`config.mk`:
```
export PLATFORM = sky130hd
export DESIGN_NAME = modbus_write_register_framer_top
export DESIGN_NICKNAME = d
export VERILOG_FILES = /design/src/mwrf_pkg.sv /design/src/mwrf_crc_pipe.sv /design/src/mwrf_serializer.sv /design/src/modbus_write_register_framer_top.sv
export SDC_FILE = /design/constraint.sdc
export NUM_CORES = 1
export LEC_CHECK = 0
export BUFFER_PORTS_ARGS = -buffer_cell sky130_fd_sc_hd__clkbuf_2
export CAP_MARGIN = 20
export CORE_ASPECT_RATIO = 0.5
export CORE_MARGIN = 1.5
export CORE_UTILIZATION = 45
export CTS_CLUSTER_DIAMETER = 30
export CTS_CLUSTER_SIZE = 25
export DETAILED_ROUTE_END_ITERATION = 10
export GPL_TIMING_DRIVEN = 0
export PLACE_DENSITY = 0.64
export SLEW_MARGIN = 20
export SYNTH_ARGS = -nofsm -noshare
export SYNTH_HDL_FRONTEND = slang
export SYNTH_SLANG_ARGS = --single-unit
```
`constraint.sdc`:
```
create_clock -name clk -period 6.2 [get_ports clk]
set_clock_uncertainty 0.15 [all_clocks]
set_input_delay 0.31 -clock clk [delete_from_list [all_inputs] [get_ports clk]]
set_output_delay 0.31 -clock clk [all_outputs]
set_load 0.01 [all_outputs]
```
`src/mwrf_pkg.sv`:
```
// ----------------------------------------------------------------------------
// mwrf_pkg
// Types, constants and helper functions shared by the Modbus RTU
// write-single-register framer.
// ----------------------------------------------------------------------------
package mwrf_pkg;

    localparam int unsigned FrameLen      = 8;
    localparam int unsigned HeaderLen     = 6;
    localparam int unsigned ByteIdxW      = $clog2(FrameLen);
    localparam logic [7:0]  FuncWriteReg  = 8'h06;
    localparam logic [15:0] CrcInit       = 16'hFFFF;
    localparam logic [15:0] CrcPoly       = 16'hA001;

    localparam logic [ByteIdxW-1:0] IdxSlave   = 3'd0;
    localparam logic [ByteIdxW-1:0] IdxFunc    = 3'd1;
    localparam logic [ByteIdxW-1:0] IdxAddrHi  = 3'd2;
    localparam logic [ByteIdxW-1:0] IdxAddrLo  = 3'd3;
    localparam logic [ByteIdxW-1:0] IdxValHi   = 3'd4;
    localparam logic [ByteIdxW-1:0] IdxValLo   = 3'd5;
    localparam logic [ByteIdxW-1:0] IdxCrcLo   = 3'd6;
    localparam logic [ByteIdxW-1:0] IdxCrcHi   = 3'd7;

    typedef struct packed {
        logic [7:0]  slave_address;
        logic [15:0] register_address;
        logic [15:0] register_value;
    } mwrf_in_t;

    typedef struct packed {
        logic [7:0] frame_byte;
        logic       last_byte;
    } mwrf_out_t;

    typedef struct packed {
        mwrf_in_t    cmd;
        logic [15:0] crc;
    } mwrf_frame_t;

    function automatic logic [15:0] mwrf_crc_byte(input logic [15:0] crc_in,
                                                  input logic [7:0]  data);
        logic [15:0] crc;
        crc = crc_in ^ {8'h00, data};
        for (int b = 0; b < 8; b++)
        begin
            if (crc[0])
                crc = (crc >> 1) ^ CrcPoly;
            else
                crc = crc >> 1;
        end
        return crc;
    endfunction

    function automatic logic [7:0] mwrf_frame_byte(input mwrf_frame_t fr,
                                                   input logic [ByteIdxW-1:0] idx);
        logic [7:0] b;
        case (idx)
            IdxSlave:  b = fr.cmd.slave_address;
            IdxFunc:   b = FuncWriteReg;
            IdxAddrHi: b = fr.cmd.register_address[15:8];
            IdxAddrLo: b = fr.cmd.register_address[7:0];
            IdxValHi:  b = fr.cmd.register_value[15:8];
            IdxValLo:  b = fr.cmd.register_value[7:0];
            IdxCrcLo:  b = fr.crc[7:0];
            IdxCrcHi:  b = fr.crc[15:8];
            default:   b = 8'h00;
        endcase
        return b;
    endfunction

endpackage

```
`src/mwrf_crc_pipe.sv`:
```
// ----------------------------------------------------------------------------
// mwrf_crc_pipe
// Six-stage CRC pipeline: each stage folds one header byte into the
// CRC-16/MODBUS and passes the command along with its valid bit.
// ----------------------------------------------------------------------------
module mwrf_crc_pipe
    import mwrf_pkg::*;
(
    input  logic        clk,
    input  logic        rst_n,
    input  logic        in_valid,
    output logic        in_ready,
    input  mwrf_in_t    in_data,
    output logic        frm_valid,
    input  logic        frm_ready,
    output mwrf_frame_t frm_data
);

    logic        stage_valid_reg [HeaderLen];
    mwrf_frame_t stage_data_reg  [HeaderLen];
    logic        stage_valid_next [HeaderLen];
    mwrf_frame_t stage_data_next  [HeaderLen];
    logic        stage_src_valid [HeaderLen];
    mwrf_frame_t stage_src_data  [HeaderLen];
    logic        stage_take [HeaderLen];
    logic        stage_down_ready [HeaderLen];

    genvar k;
    generate
        for (k = 0; k < HeaderLen; k++)
        begin : g_stage
            if (k == 0)
            begin : g_first
                always_comb
                begin
                    stage_src_valid[k]     = in_valid;
                    stage_src_data[k].cmd  = in_data;
                    stage_src_data[k].crc  = CrcInit;
                end
            end
            else
            begin : g_rest
                always_comb
                begin
                    stage_src_valid[k] = stage_valid_reg[k-1];
                    stage_src_data[k]  = stage_data_reg[k-1];
                end
            end

            if (k == HeaderLen - 1)
            begin : g_last
                assign stage_down_ready[k] = frm_ready;
            end
            else
            begin : g_mid
                assign stage_down_ready[k] = stage_take[k+1];
            end

            assign stage_take[k] = !stage_valid_reg[k] || stage_down_ready[k];

            always_comb
            begin
                stage_valid_next[k]    = stage_valid_reg[k];
                stage_data_next[k]     = stage_data_reg[k];
                if (stage_take[k])
                begin
                    stage_valid_next[k]   = stage_src_valid[k];
                    stage_data_next[k].cmd = stage_src_data[k].cmd;
                    stage_data_next[k].crc = mwrf_crc_byte(
                        stage_src_data[k].crc,
                        mwrf_frame_byte(stage_src_data[k], ByteIdxW'(k)));
                end
            end

            always_ff @(posedge clk or negedge rst_n)
            begin
                if (!rst_n)
                    stage_valid_reg[k] <= 1'b0;
                else
                    stage_valid_reg[k] <= stage_valid_next[k];
            end

            always_ff @(posedge clk)
            begin
                stage_data_reg[k] <= stage_data_next[k];
            end
        end
    endgenerate

    assign in_ready  = stage_take[0];
    assign frm_valid = stage_valid_reg[HeaderLen-1];
    assign frm_data  = stage_data_reg[HeaderLen-1];

endmodule

```
`src/mwrf_serializer.sv`:
```
// ----------------------------------------------------------------------------
// mwrf_serializer
// Holds one finished frame and sends its eight bytes through a registered
// output stage, taking the next frame as the last byte goes out.
// ----------------------------------------------------------------------------
module mwrf_serializer
    import mwrf_pkg::*;
(
    input  logic        clk,
    input  logic        rst_n,
    input  logic        frm_valid,
    output logic        frm_ready,
    input  mwrf_frame_t frm_data,
    output logic        out_valid,
    input  logic        out_ready,
    output mwrf_out_t   out_data
);

    mwrf_frame_t         frame_reg, frame_next;
    logic                busy_reg, busy_next;
    logic [ByteIdxW-1:0] cnt_reg, cnt_next;
    logic                ovalid_reg, ovalid_next;
    mwrf_out_t           odata_reg, odata_next;
    logic                out_free;
    logic                emit;
    logic                load;
    logic                at_last;

    assign out_free  = !ovalid_reg || out_ready;
    assign emit      = busy_reg && out_free;
    assign at_last   = (cnt_reg == IdxCrcHi);
    assign frm_ready = !busy_reg || (emit && at_last);
    assign load      = frm_valid && frm_ready;

    always_comb
    begin
        frame_next  = frame_reg;
        busy_next   = busy_reg;
        cnt_next    = cnt_reg;
        ovalid_next = ovalid_reg;
        odata_next  = odata_reg;
        if (out_ready)
            ovalid_next = 1'b0;
        if (emit)
        begin
            ovalid_next           = 1'b1;
            odata_next.frame_byte = mwrf_frame_byte(frame_reg, cnt_reg);
            odata_next.last_byte  = at_last;
            cnt_next              = cnt_reg + 1'b1;
            if (at_last)
                busy_next = 1'b0;
        end
        if (load)
        begin
            frame_next = frm_data;
            busy_next  = 1'b1;
            cnt_next   = IdxSlave;
        end
    end

    always_ff @(posedge clk or negedge rst_n)
    begin
        if (!rst_n)
        begin
            busy_reg   <= 1'b0;
            cnt_reg    <= IdxSlave;
            ovalid_reg <= 1'b0;
        end
        else
        begin
            busy_reg   <= busy_next;
            cnt_reg    <= cnt_next;
            ovalid_reg <= ovalid_next;
        end
    end

    always_ff @(posedge clk)
    begin
        frame_reg <= frame_next;
        odata_reg <= odata_next;
    end

    assign out_valid = ovalid_reg;
    assign out_data  = odata_reg;

endmodule

```
`src/modbus_write_register_framer_top.sv`:
```
// ----------------------------------------------------------------------------
// modbus_write_register_framer_top
// Builds Modbus RTU write-single-register frames with CRC-16/MODBUS.
//
// Each input transaction carries a slave address, a register address and a
// register value. The block answers with eight output transactions, one
// frame byte each: slave address, function code 0x06, register address
// high and low, value high and low, then the CRC low and high bytes. The
// eighth byte has last_byte set.
// A six-stage pipeline folds one header byte per stage into the CRC; a
// frame buffer with a registered output stage then sends one byte per
// cycle while the receiver is ready. The first byte passes through the
// pipeline stages, the frame buffer and the output register. Commands
// queue in the pipeline while the single-byte output channel is busy.
// Reset empties the pipeline and the output stage. When the receiver
// stalls, the current byte holds, the pipeline fills and in_ready falls;
// nothing is lost or repeated.
// ----------------------------------------------------------------------------
module modbus_write_register_framer_top
    import mwrf_pkg::*;
(
    input  logic      clk,
    input  logic      rst_n,
    input  logic      in_valid,
    output logic      in_ready,
    input  mwrf_in_t  in_data,
    output logic      out_valid,
    input  logic      out_ready,
    output mwrf_out_t out_data
);

    logic        frm_valid;
    logic        frm_ready;
    mwrf_frame_t frm_data;

    mwrf_crc_pipe u_crc_pipe (
        .clk       (clk),
        .rst_n     (rst_n),
        .in_valid  (in_valid),
        .in_ready  (in_ready),
        .in_data   (in_data),
        .frm_valid (frm_valid),
        .frm_ready (frm_ready),
        .frm_data  (frm_data)
    );

    mwrf_serializer u_serializer (
        .clk       (clk),
        .rst_n     (rst_n),
        .frm_valid (frm_valid),
        .frm_ready (frm_ready),
        .frm_data  (frm_data),
        .out_valid (out_valid),
        .out_ready (out_ready),
        .out_data  (out_data)
    );

endmodule

```
==> results.ini <==
[floorplan]
die_w_um=249
die_h_um=126
die_area_sq_um=31300
fp-row-count=44
ios=55
start_util_pct=46.4
fp.coreArea_sq_um=29300

[logic_synthesis]
synth-edff-count=387
synth_seq_area_share_pct=87.4
syn_area_per_cell_sq_um=22.5
syn-num-nets=654
synthTopCellsByArea=edfxtp_1, xnor2_1, xor2_1, dfrtp_1, xnor3_1
yosysTopAreaCellShare_pct=85.4
ys.flop_type=edfxtp_1
synthArstFlopShare_pct=2.76
synth.distinct_cells=32
syn_inst=604
netlist_area_sq_um=13600
yosysWarningCount=0
synth_largest_area_cell=edfxtp_1
synth-seq-cells=398

[place]
hpwl_um=14000
gp_congestion=0.835
port_buffers=54

[sta]
tightest_slew_ns=0.775
max_slew_margin_pct=48.1
period_share_pct=57.1
hold_violations=0
slew_viol_final=0
rsz0062_at_grt=no
min_period_ns=3.54
setup_viol_count_final=0
max_freq_mhz=282
fin_setup_tns_ns=0

[worst_setup_path]
crit_top_cell=ha_1
end_kind=output port
cp-start-kind=flip-flop
crit_start=u_serializer.cnt_reg[1]
r2r_start=u_serializer.cnt_reg[1]
reg2reg_to=u_crc_pipe.stage_data_reg[0][21]
critPathBufInv=2
path_class=reg -> out
crit_family=compound AO/OA/AOI/OAI gates
critical_path_required_ns=5.74
crit_slowest_cell=a211oi_2
rrSetupSlack_ns=3.05
critPathCapture=in_ready
max_stage_delay_ns=0.59
critPathMaxFanout=12
crit_chain=ha_1, ha_1, a211oi_2, nand4_1, buf_6, clkbuf_2
cp_num_cells=6
ff2ff_path_depth=7
crit_arrival_ns=3.08

[detailed_routing]
wl_met1_um=9920
wl_met3_um=1130
wire_per_inst_um=18.2
vias_per_cell=4.79
wl_met2_um=9680
vias=5667
drtPass1Iterations=7
top_layer_used=met4
dr.first_iter.drc_count=590
ant_nets=0
drc=0
drt-total-wl_um=21500

[layout]
multi_input_area_sq_um=1710
nNetsFinal=808
final_util_pct=56.4
drive_gt1_share_pct=20.2
largest_reg_flops=322
nFillCells=2140
seq_area_sq_um=11900
flow.area_growth_from_synthesis_pct=21.6
mostFrequentLayoutCells=edfxtp_1, xnor2_1, clkbuf_2
insertedDiodeCount=0
final_common_cell=edfxtp_1

[global_routing]
antenna_found_initial=0
grt_pass1_vias=5920
grt-ovfl-total=0
grt_pass1_wl_um=33500
grt_use_total_pct=14.2
grt_max_degree=49

[clocking]
cts.reportedPaths.clkPinSlew_ns=0.06
max-clock-path-buffers=3
cts_tree=done
insertion_delay_ns=0.55
cts-buffers-inserted=44
htree_levels=2
root_buffer=clkbuf_16
cts_setup_buffers=0
cts_sinks=398

[pwr]
seqPwrFrac_pct=50.3
leakagePower_nw=5.53
swShare_pct=23.7
power_density_nw_per_um2=397
power_switching_mw=1.55
ir_worst_vdd_uv=201
power.internal_mw=5.02
combinationalPowerShare_pct=10.3
pwr-share-clk_pct=39.3

[min_path]
min_path_type=in -> async

[outcome]
status=complete, no violations

[run]
drv_cap=0

==> synth_stat cells (all sizes together), types with 2 or more instances <==
| cell type | number |
|---|---|
| xnor3 | 7 |
| clkbuf | 7 |
| a21oi | 8 |
| inv | 7 |
| or2 | 2 |
| a41oi | 6 |
| edfxtp | 387 |
| nand2 | 17 |
| nand3 | 6 |
| o21ai | 3 |
| a22oi | 3 |
| ha | 6 |
| nor2b | 3 |
| dfrtp | 11 |
| nor2 | 8 |
| o22a | 2 |
| xor2 | 37 |
| nand2b | 6 |
| a222oi | 8 |
| a22o | 5 |
| xnor2 | 58 |
==> power groups by stage <==
stage	clock network, mW	logic (mW)	registers, mW
2_1_floorplan	0	0.414	3.36
3_3_place_gp	0	0.606	3.38
3_5_place_dp	0	0.663	3.37
4_1_cts	2.64	0.688	3.31
5_1_grt	2.76	0.746	3.32
6_report	2.58	0.680	3.31
==> how the worst min path moves through the flow <==
stage                                                to  start  slack, ns  cells past startpoint
after floorplan                    u_crc_pipe.frm_valid  rst_n      -0.14                      0
after global placement           u_serializer.out_valid  rst_n       0.04                      1
after detailed placement  u_crc_pipe.stage_src_valid[2]  rst_n       0.05                      1
after CTS                 u_crc_pipe.stage_src_valid[3]  rst_n      0.008                      2
after global routing      u_crc_pipe.stage_src_valid[3]  rst_n       0.02                      2
final                     u_crc_pipe.stage_src_valid[3]  rst_n       0.02                      2
==> per-stage QoR <==
step	setup WS [ns]	area, sq um	hold WS, ns	power [mW]	instances
global route	2.48	16600	0.0186	6.83	1184
CTS	2.14	16500	0.00838	6.64	1184
detailed placement	2.62	14600	0.0540	4.03	1060
global placement	0.505	14400	0.0379	3.99	1049
floorplan	1.89	13600	-0.136	3.78	604
finish	2.66	16600	0.0173	6.57	1184
==> worst register-to-register path, cell delays in order (launching register included) <==
cell and delay (ns):
dfrtp_1 0.43, ha_1 0.24, ha_1 0.27, a211oi_2 0.59, nand4_1 0.52, buf_6 0.34, buf_6 0.18, buf_6 0.17
==> area by class of cell <==
type	count	area share, %
buffer	7	0.159
multi-input combinational	192	10.3
clock buffer	50	6.92
clock inverter	31	2.06
tap	391	2.96
sequential	398	71.9
inverter	7	0.174
timing repair buffer	108	5.53
==> routing by layer <==
| layer | GRT usage, % | vias to the layer above |
|---|---|---|
| met1 | 20.2 | 2809 |
| li1 | - | 2651 |
| met2 | 21.3 | 156 |
| met3 | 3.22 | 51 |
| met4 | 6.21 | 0 |
| met5 | 0 | - |
==> timing repair <==
action / CTS / global route
gates resized for setup: 0 / 0
hold buffers: 43 / 0
hold endpoints to repair: 58 / 0
endpoints found under the setup margin: 0 / 0
==> kinds of logic after synthesis <==
family,count (synthesis),synth area share [%]
buffers and inverters,14,0.386
DFF,398,87.4
xor gates and xnor gates,102,7.83
AOI/OAI and AO/OA,37,2.10
muxes,2,0.156
and+or+nand+nor,45,1.55
adders and majority gates,6,0.552
Power figures use the tool's default switching activity.
